[config.mk]
export PLATFORM = sky130hd
export DESIGN_NAME = lzssd_parser
export DESIGN_NICKNAME = d
export VERILOG_FILES = /design/src/hdl/lzss_stream_decoder_unit_macros.svh /design/src/hdl/lzssd_pkg.sv /design/src/hdl/lzssd_parser.sv
export SDC_FILE = /design/constraint.sdc
export NUM_CORES = 1
export LEC_CHECK = 0
export BUFFER_PORTS_ARGS = -buffer_cell sky130_fd_sc_hd__clkbuf_2
export CAP_MARGIN = 20
export CORE_MARGIN = 1.5
export CORE_UTILIZATION = 30
export CTS_CLUSTER_SIZE = 16
export DETAILED_ROUTE_END_ITERATION = 16
export GPL_ROUTABILITY_DRIVEN = 0
export GPL_TIMING_DRIVEN = 1
export PLACE_DENSITY_LB_ADDON = 0.12
export SYNTH_ARGS = -nofsm -noshare
export SYNTH_HDL_FRONTEND = slang
export SYNTH_SLANG_ARGS = --single-unit
[constraint.sdc]
create_clock -name aclk -period 1.55 [get_ports aclk]
set_input_delay 0.155 -clock aclk [delete_from_list [all_inputs] [get_ports aclk]]
set_output_delay 0.155 -clock aclk [all_outputs]
set_load 0.005 [all_outputs]
[src/hdl/lzss_stream_decoder_unit_macros.svh]
// Assertion macros used by the decoder unit.
`ifndef LZSS_STREAM_DECODER_UNIT_MACROS_SVH
`define LZSS_STREAM_DECODER_UNIT_MACROS_SVH

// The consequent must hold in the same cycle as the antecedent.
`define LZSSD_ASSERT_SAME(label, ante, cons, msg) \
    label: assert property (@(posedge aclk) disable iff (!aresetn) (ante) |-> (cons)) \
        else $error(msg);

// The consequent must hold in the cycle after the antecedent.
`define LZSSD_ASSERT_NEXT(label, ante, cons, msg) \
    label: assert property (@(posedge aclk) disable iff (!aresetn) (ante) |=> (cons)) \
        else $error(msg);

`endif

[src/hdl/lzssd_pkg.sv]
package lzssd_pkg;

    localparam int WINDOW_SIZE = 4096;
    localparam int WIN_AW = $clog2(WINDOW_SIZE);
    localparam int LEN_W = 5;
    localparam logic [WIN_AW-1:0] CURSOR_START = WIN_AW'(12'hFEE);
    localparam logic [LEN_W-1:0] MIN_MATCH = LEN_W'(3);
    localparam logic [3:0] FLAG_BITS = 4'd8;

    typedef enum logic [1:0] {
        ST_CLEAR,
        ST_IDLE,
        ST_COPY
    } dec_state_t;

    typedef enum logic [1:0] {
        CMD_NONE,
        CMD_LITERAL,
        CMD_MATCH
    } cmd_kind_t;

    typedef struct packed {
        cmd_kind_t          kind;
        logic [7:0]         data;
        logic [WIN_AW-1:0]  src;
        logic [LEN_W-1:0]   len;
    } dec_cmd_t;

endpackage

[src/hdl/lzssd_parser.sv]
module lzssd_parser (
    input  logic              aclk,
    input  logic              aresetn,
    input  logic              clear,
    input  logic              accept,
    input  logic [7:0]        byte_in,
    output lzssd_pkg::dec_cmd_t cmd
);
    import lzssd_pkg::*;

    logic [7:0] ctrl_bits_reg, ctrl_bits_next;
    logic [3:0] bits_left_reg, bits_left_next;
    logic       pending_reg, pending_next;
    logic [7:0] low_byte_reg, low_byte_next;

    always_comb begin
        ctrl_bits_next = ctrl_bits_reg;
        bits_left_next = bits_left_reg;
        pending_next   = pending_reg;
        low_byte_next  = low_byte_reg;
        cmd.kind = CMD_NONE;
        cmd.data = byte_in;
        cmd.src  = {byte_in[3:0], low_byte_reg};
        cmd.len  = {1'b0, byte_in[7:4]} + MIN_MATCH;
        if (accept) begin
            if (pending_reg) begin
                cmd.kind       = CMD_MATCH;
                pending_next   = 1'b0;
                low_byte_next  = 8'd0;
                ctrl_bits_next = {ctrl_bits_reg[6:0], 1'b0};
                if (bits_left_reg != 4'd0) begin
                    bits_left_next = bits_left_reg - 4'd1;
                end
            end else if (bits_left_reg == 4'd0) begin
                ctrl_bits_next = byte_in;
                bits_left_next = FLAG_BITS;
            end else if (ctrl_bits_reg[7]) begin
                cmd.kind       = CMD_LITERAL;
                ctrl_bits_next = {ctrl_bits_reg[6:0], 1'b0};
                bits_left_next = bits_left_reg - 4'd1;
            end else begin
                low_byte_next = byte_in;
                pending_next  = 1'b1;
            end
        end
        if (clear) begin
            ctrl_bits_next = 8'd0;
            bits_left_next = 4'd0;
            pending_next   = 1'b0;
            low_byte_next  = 8'd0;
        end
    end

    always_ff @(posedge aclk) begin
        if (!aresetn) begin
            ctrl_bits_reg <= 8'd0;
            bits_left_reg <= 4'd0;
            pending_reg   <= 1'b0;
            low_byte_reg  <= 8'd0;
        end else begin
            ctrl_bits_reg <= ctrl_bits_next;
            bits_left_reg <= bits_left_next;
            pending_reg   <= pending_next;
            low_byte_reg  <= low_byte_next;
        end
    end

endmodule

==> results_tabular.tex, run 1 <==
\begin{tabular}{lr}
\hline
Metric & Value \\
\hline
\multicolumn{2}{l}{\textbf{Setup path}} \\
Highest fanout seen on the critical path & 14 \\
CP cell instances & inv\_2, ha\_4, nor3b\_4, nor2\_4, buf\_4, a311o\_2 \\
Maximum single-stage delay on the critical path & 0.34 ns \\
Cell with the biggest individual delay on the critical path & sky130\_fd\_sc\_hd\_\_a311o\_2 \\
Signal arrival time at the worst endpoint & 1.73 ns \\
Kind of critical path & reg -> reg \\
Worst reg2reg path depth & 6 \\
Type of destination of the critical path & register \\
Crit path required time & 1.70 ns \\
Category of the worst setup path launch point & register \\
\multicolumn{2}{l}{\textbf{Pwr}} \\
Share of power burned in the clock network & 31.7\% \\
Leakage power & 0.733 nW \\
Switching share of power & 27.3\% \\
Relative contribution of combinational cells to total power & 19.4\% \\
Sequential share of power & 48.8\% \\
Internal power consumption & 0.844 mW \\
Total power density per cell area & 739 mW/mm\^{}2 \\
Largest voltage drop on the vdd net & 0.467 mV \\
Total Power Consumption & 1.16 mW \\
Switching component of the power & 0.316 mW \\
\multicolumn{2}{l}{\textbf{Routing}} \\
Routed length per instance & 13.8 um \\
Detailed-router iteration count before antenna repair & 4 \\
Final WL & 3100 um \\
Final routed DRC violation total & 0 \\
Detailed-route vias per instance & 5.01 \\
Post-route antenna net violation count & 0 \\
Routed via count & 1,123 \\
Violation count after the first detailed-routing iteration & 59 \\
\multicolumn{2}{l}{\textbf{Timing}} \\
Worst setup slack after layout & -0.0282 ns \\
Time the final worst path needs with I/O delays and setup & 1.58 ns \\
Unrepaired setup endpoints after global routing & true \\
Worst-case headroom to the max-slew limit & 67.5\% \\
Final number of hold-violating endpoints & 0 \\
Actual slew at the worst max-slew pin & 0.486 ns \\
Layout Skew & 0.000483 ns \\
Final cycle utilization of the critical path & 102\% \\
Upper clock frequency limit & 634 MHz \\
Final count of pins violating max slew & 0 \\
Finish-stage setup viols & 6 \\
\multicolumn{2}{l}{\textbf{Global routing}} \\
Number of antenna violations at the first check in global routing & 0 \\
First-pass GRT wire length & 4910 um \\
Final global-route overflow total & 0 \\
Number of global-route vias before repair & 999 \\
Total GRT Usage & 14.0\% \\
Maximum number of pins on one net before global-route repair & 18 \\
\multicolumn{2}{l}{\textbf{Clock tree}} \\
TritonCTS clock tree & yes \\
Count of clock tree sinks & 21 \\
H-tree lvl count & 1 \\
CTS Hold Bufs & 0 \\
Root Driver & sky130\_fd\_sc\_hd\_\_clkbuf\_8 \\
Clock-pin transition on the worst setup and hold timing paths & 0.08 ns \\
Insertion delay to the later sink of the worst-skew pair & 0.26 ns \\
Number of buffers on the longest clock path & 2 \\
CTS Buf Count & 3 \\
\multicolumn{2}{l}{\textbf{Synth}} \\
Fraction of registers with async set or reset after synthesis & 0\% \\
Total number of yosys warnings & 0 \\
Synthesized cell area & 0.00126 sq mm \\
Syn Nets & 151 \\
Number of standard cells after synthesis & 137 \\
Synth Register Bits & 21 \\
Syn Area/Cell & 9.22 sq um \\
Number of distinct library cells after synthesis & 34 \\
Post-synth EDFFs & 0 \\
Fraction of the yosys area taken by sequential cells & 33.3\% \\
Flip-flop cell with the highest count after synthesis & sky130\_fd\_sc\_hd\_\_dfxtp\_1 \\
\multicolumn{2}{l}{\textbf{Die}} \\
Die span in y & 67.9 um \\
Number of top-level pins & 39 \\
Die width & 67.9 um \\
Effective utilization at floorplan & 31.3\% \\
Die ar. & 0.00461 sq mm \\
Floorplan Core Area & 0.00403 sq mm \\
Floorplan row count & 23 \\
\multicolumn{2}{l}{\textbf{Status}} \\
Violations in the final reports & setup timing \\
Status & complete, but fails checks \\
\multicolumn{2}{l}{\textbf{Layout}} \\
Finished Core Util & 39.0\% \\
Synth-to-Final Area Change & 24.5\% \\
Number of inserted diodes & 0 \\
Proportion of layout cells with a drive suffix above 1 & 45.4\% \\
Fin nets & 189 \\
\multicolumn{2}{l}{\textbf{Min path}} \\
Worst hold path type & in -> reg \\
Worst hold path stage count & 3 \\
\multicolumn{2}{l}{\textbf{Flow run}} \\
Maxcap violations & 0 \\
\multicolumn{2}{l}{\textbf{Placed design}} \\
DP Worst Slack & -0.0232 ns \\
Port buffer count & 38 \\
Post-DP HPWL & 2250 um \\
\hline
\end{tabular}
-- placed cells by master (no fill, tap or decap), types with 2 or more instances in the layout --
cell                       synthesis  final
sky130_fd_sc_hd__mux2i_1           7      7
sky130_fd_sc_hd__xnor2_1           2      2
sky130_fd_sc_hd__a21oi_1          12     12
sky130_fd_sc_hd__nand2_1           5      5
sky130_fd_sc_hd__dfxtp_2           0      2
sky130_fd_sc_hd__a311oi_1          2      2
sky130_fd_sc_hd__o32ai_1           2      2
sky130_fd_sc_hd__a311o_2           7      7
sky130_fd_sc_hd__clkbuf_8          0      3
sky130_fd_sc_hd__nor3_1            4      3
sky130_fd_sc_hd__and3_1            7      7
sky130_fd_sc_hd__nor4b_1           6      6
sky130_fd_sc_hd__inv_1             7      5
sky130_fd_sc_hd__o21ai_0           7      6
sky130_fd_sc_hd__nand2b_1          2      2
sky130_fd_sc_hd__dfxtp_1          21     19
sky130_fd_sc_hd__clkbuf_2          0     38
sky130_fd_sc_hd__inv_2             0      2
sky130_fd_sc_hd__nor2_1            6      6
sky130_fd_sc_hd__nor2b_1           3      3
sky130_fd_sc_hd__nor4b_2           2      2
sky130_fd_sc_hd__buf_4            13     14
-- final timing paths --
kind	start	end	slack, ns
worst min register to register	ctrl_bits_reg[0]	ctrl_bits_reg[0]	0.48
worst max register to register	bits_left_reg[1]	low_byte_reg[2]	-0.03
worst min-delay path	byte_in[0]	ctrl_bits_reg[0]	0.18
worst max-delay path	bits_left_reg[1]	low_byte_reg[2]	-0.03
-- cell families after synthesis --
group | count (synthesis) | share of synthesized area (%)
simple gates | 42 | 22.9
compound gates | 34 | 19.8
buf+inv | 28 | 14.2
flops | 21 | 33.3
mux | 8 | 6.44
xor+xnor | 2 | 1.39
fa+ha+maj | 2 | 1.98
-- metrics by stage --
| stage | TNS (ns) | hold slack, ns | cells | instance area [sq um] |
|---|---|---|---|---|
| floorplan | 0 | 0.307 | 137 | 1280 |
| global placement | 0 | 0.463 | 216 | 1470 |
| detailed placement | -0.0916 | 0.467 | 216 | 1470 |
| CTS | -0.00759 | 0.175 | 221 | 1530 |
| global route | -0.664 | 0.198 | 224 | 1570 |
| finish | -0.0913 | 0.185 | 224 | 1570 |
-- synth_stat cells, types with 2 or more instances --
| library cell | instances | area share [%] |
|---|---|---|
| sky130_fd_sc_hd__ha_1 | 2 | 2.0 |
| sky130_fd_sc_hd__nor2b_1 | 3 | 1.5 |
| sky130_fd_sc_hd__a21oi_1 | 12 | 4.8 |
| sky130_fd_sc_hd__xnor2_1 | 2 | 1.4 |
| sky130_fd_sc_hd__o32ai_1 | 2 | 1.4 |
| sky130_fd_sc_hd__nand2_1 | 5 | 1.5 |
| sky130_fd_sc_hd__clkbuf_1 | 3 | 0.89 |
| sky130_fd_sc_hd__buf_6 | 3 | 2.7 |
| sky130_fd_sc_hd__a311o_2 | 7 | 6.2 |
| sky130_fd_sc_hd__dfxtp_1 | 21 | 33 |
| sky130_fd_sc_hd__mux2i_1 | 7 | 5.6 |
| sky130_fd_sc_hd__o21ai_0 | 7 | 2.8 |
| sky130_fd_sc_hd__nor4b_1 | 6 | 4.2 |
| sky130_fd_sc_hd__and3_1 | 7 | 3.5 |
| sky130_fd_sc_hd__buf_4 | 13 | 7.7 |
| sky130_fd_sc_hd__nor3_1 | 4 | 1.6 |
| sky130_fd_sc_hd__a311oi_1 | 2 | 1.4 |
| sky130_fd_sc_hd__nand2b_1 | 2 | 0.99 |
| sky130_fd_sc_hd__nor4b_2 | 2 | 2.4 |
| sky130_fd_sc_hd__inv_1 | 7 | 2.1 |
| sky130_fd_sc_hd__buf_2 | 2 | 0.79 |
| sky130_fd_sc_hd__nor2_1 | 6 | 1.8 |
-- routing by layer --
layer	global-route usage (%)	vias to the layer above	share of wire, %
met3	2.96	0	3.5
met1	18.8	538	46
met2	23.7	17	51
met4	2.25	0	0
li1	-	568	-
met5	0	-	0
-- power by group through the flow --
stage	Sequential [mW]	Combinational, mW	Clock [mW]
6_report	0.567	0.226	0.368
5_1_grt	0.569	0.249	0.407
3_5_place_dp	0.580	0.210	0
4_1_cts	0.567	0.214	0.387
2_1_floorplan	0.577	0.150	0
3_3_place_gp	0.579	0.208	0
-- critical path: cells and delay by family (launching register included) --
family | cells | cell delay (ns)
AOI/OAI and AO/OA | 1 | 0.34
adders and majority gates | 1 | 0.14
DFF | 1 | 0.33
and+or+nand+nor | 2 | 0.44
buffers and inverters | 2 | 0.22
-- timing repair --
| item | in CTS | in global routing |
|---|---|---|
| pin swaps | 1 | 0 |
| resized for setup | 1 | 2 |
| endpoints found under the setup margin | 8 | 16 |
| setup buffers | 1 | 3 |
-- cell type report --
| type | count | area, sq um |
|---|---|---|
| well taps | 50 | 62.6 |
| clock inverters | 1 | 7.51 |
| flip-flops and latches | 21 | 423 |
| multi-input cells | 88 | 684 |
| inverters | 7 | 26.3 |
| fillers | 426 | 2460 |
| clock buffers | 3 | 41.3 |
| repair buffers | 54 | 327 |
Power figures use the tool's default switching activity.
==> run 2: changes to the inputs <==
- CAP_MARGIN: 20 -> default
- CORE_MARGIN: 1.5 -> default
==> run 2 against run 1 <==
The run now ends clean. Power is 0.71% higher. Sequential share of layout area hardly changed. Cell area hardly changed. Flip-flop and latch count stayed put. Critical path type unchanged. Largest power group unchanged.
==> results_tabular.tex, run 2 (same netlist as run 1, synthesis figures left out) <==
\begin{tabular}{lr}
\hline
Metric & Value \\
\hline
\multicolumn{2}{l}{\textbf{Placed design}} \\
DP Worst Slack & -0.00853 ns \\
Port buffer count & 38 \\
Post-DP HPWL & 2250 um \\
Placement Cell Area & 0.00147 sq mm \\
\multicolumn{2}{l}{\textbf{Timing}} \\
Worst setup slack after layout & 0.00507 ns \\
Actual slew at the worst max-slew pin & 0.451 ns \\
Finish-stage setup viols & 0 \\
Worst-case headroom to the max-slew limit & 69.7\% \\
Upper clock frequency limit & 647 MHz \\
Unrepaired setup endpoints after global routing & true \\
Final cycle utilization of the critical path & 99.7\% \\
Layout Skew & 0.00305 ns \\
Time the final worst path needs with I/O delays and setup & 1.54 ns \\
Worst slack on hold paths & 0.193 ns \\
Final count of pins violating max slew & 0 \\
Final number of hold-violating endpoints & 0 \\
\multicolumn{2}{l}{\textbf{Routing}} \\
Top layer in use & met4 \\
Sum of routed wire segments on met1 & 1400 um \\
Routed via count & 1,128 \\
Final WL & 3060 um \\
Detailed-route vias per instance & 5.01 \\
Detailed-router iteration count before antenna repair & 4 \\
Routed length per instance & 13.6 um \\
Violation count after the first detailed-routing iteration & 49 \\
Met3 WL & 146 um \\
Final routed DRC violation total & 0 \\
Met2 wire length & 1490 um \\
Post-route antenna net violation count & 0 \\
\multicolumn{2}{l}{\textbf{Min path}} \\
Start point of the worst min-delay path & byte\_in[2] \\
Hold path endpoint & low\_byte\_reg[2] \\
Worst hold path type & in -> reg \\
Worst hold path stage count & 2 \\
\multicolumn{2}{l}{\textbf{Clock tree}} \\
Root Driver & sky130\_fd\_sc\_hd\_\_clkbuf\_8 \\
Clock-pin transition on the worst setup and hold timing paths & 0.08 ns \\
H-tree lvl count & 1 \\
Number of buffers on the longest clock path & 2 \\
CTS Hold Bufs & 0 \\
CTS Buf Count & 3 \\
Insertion delay to the later sink of the worst-skew pair & 0.26 ns \\
Count of clock tree sinks & 21 \\
TritonCTS clock tree & yes \\
\multicolumn{2}{l}{\textbf{Die}} \\
Floorplan row count & 23 \\
Die width & 66.9 um \\
Die ar. & 0.00447 sq mm \\
Effective utilization at floorplan & 31.3\% \\
Floorplan Core Area & 0.00403 sq mm \\
Number of top-level pins & 39 \\
Die span in y & 66.9 um \\
\multicolumn{2}{l}{\textbf{Setup path}} \\
Kind of critical path & reg -> reg \\
Family with the most delay on the worst path & simple AND/OR/NAND/NOR gates \\
Setup slack on the worst flop-to-flop path & 0.005 ns \\
CP cell instances & inv\_2, ha\_4, nor3b\_4, nor2\_4, nor4b\_1, a311o\_2 \\
Signal arrival time at the worst endpoint & 1.70 ns \\
Worst reg2reg path depth & 6 \\
Reg-to-reg critical path startpoint & bits\_left\_reg[1] \\
Total buffers and inverters traversed by the critical path & 1 \\
Category of the worst setup path launch point & register \\
Crit path required time & 1.71 ns \\
Critical R2R Capture & low\_byte\_reg[1] \\
Cell with the biggest individual delay on the critical path & sky130\_fd\_sc\_hd\_\_a311o\_2 \\
Type of destination of the critical path & register \\
Highest fanout seen on the critical path & 15 \\
Maximum single-stage delay on the critical path & 0.36 ns \\
\multicolumn{2}{l}{\textbf{Pwr}} \\
Total Power Consumption & 1.17 mW \\
Relative contribution of combinational cells to total power & 19.4\% \\
Largest voltage drop on the vdd net & 0.528 mV \\
Total power density per cell area & 745 mW/mm\^{}2 \\
Switching share of power & 27.8\% \\
Share of power burned in the clock network & 32.2\% \\
Internal power consumption & 0.844 mW \\
Leakage power & 0.733 nW \\
Switching component of the power & 0.325 mW \\
Sequential share of power & 48.4\% \\
\multicolumn{2}{l}{\textbf{Layout}} \\
Multi-input gate area & 688 sq um \\
Commonest cells after routing, fill and taps aside & 38 x sky130\_fd\_sc\_hd\_\_clkbuf\_2, 19 x sky130\_fd\_sc\_hd\_\_dfxtp\_1, 16 x sky130\_fd\_sc\_hd\_\_buf\_4 \\
Proportion of layout cells with a drive suffix above 1 & 46.3\% \\
Fillers & 422 \\
Area of all sequential standard cells & 423 sq um \\
Fin nets & 190 \\
Number of inserted diodes & 0 \\
Synth-to-Final Area Change & 24.4\% \\
Final Instance Area & 0.00157 sq mm \\
Finished Core Util & 39.0\% \\
Most common cell after layout, fill and taps aside & sky130\_fd\_sc\_hd\_\_clkbuf\_2 \\
\multicolumn{2}{l}{\textbf{Global routing}} \\
Final global-route overflow total & 0 \\
Maximum number of pins on one net before global-route repair & 18 \\
Total GRT Usage & 14.8\% \\
Number of global-route vias before repair & 1,037 \\
Number of antenna violations at the first check in global routing & 0 \\
First-pass GRT wire length & 4890 um \\
\multicolumn{2}{l}{\textbf{Status}} \\
Status & completed \\
\multicolumn{2}{l}{\textbf{Flow run}} \\
Maxcap violations & 0 \\
\hline
\end{tabular}
## run 2: power groups by stage
| stage | Combinational [mW] | Clock [mW] | Sequential [mW] |
|---|---|---|---|
| 2_1_floorplan | 0.150 | 0 | 0.577 |
| 3_3_place_gp | 0.208 | 0 | 0.579 |
| 3_5_place_dp | 0.212 | 0 | 0.579 |
| 4_1_cts | 0.213 | 0.402 | 0.566 |
| 5_1_grt | 0.251 | 0.415 | 0.569 |
| 6_report | 0.226 | 0.377 | 0.566 |
## run 2: how the worst max path moves through the flow
| stage | start | slack, ns | cells past startpoint | endpoint |
|---|---|---|---|---|
| floorplan | bits_left_reg[1] | 0.02 | 6 | low_byte_reg[0] |
| global placement | bits_left_reg[0] | 0.02 | 6 | low_byte_reg[2] |
| detailed placement | bits_left_reg[1] | -0.009 | 6 | low_byte_reg[1] |
| CTS | bits_left_reg[0] | -0.002 | 6 | low_byte_reg[1] |
| global route | bits_left_reg[1] | -0.07 | 6 | low_byte_reg[0] |
| finish | bits_left_reg[1] | 0.005 | 6 | low_byte_reg[1] |
## run 2: metrics by stage
step / cells / TNS, ns
6_report: 225 / 0
5_1_grt: 225 / -0.594
4_1_cts: 220 / -0.00248
3_5_place_dp: 216 / -0.0191
3_3_place_gp: 216 / 0
2_1_floorplan: 137 / 0
## run 2: layout make-up
cell class	instances	area share, %
clock inverters	1	0.478
multi-input cells	88	43.8
repair buffers	55	20.5
inverters	7	1.67
well taps	50	3.98
clock buffers	3	2.63
flip-flops and latches	21	26.9
## run 2: metal layers
metal | vias up | GRT usage (%)
met5 | - | 0
met4 | 0 | 3.19
met3 | 2 | 4.97
met2 | 21 | 24.7
met1 | 538 | 18.2
li1 | 567 | -
## run 2: timing repair
item / 4_1_cts / 5_1_grt
pin swaps: 1 / 0
setup buffers: 0 / 5
resized for setup: 1 / 3
gates cloned: 0 / 0
endpoints found under the setup margin: 7 / 17
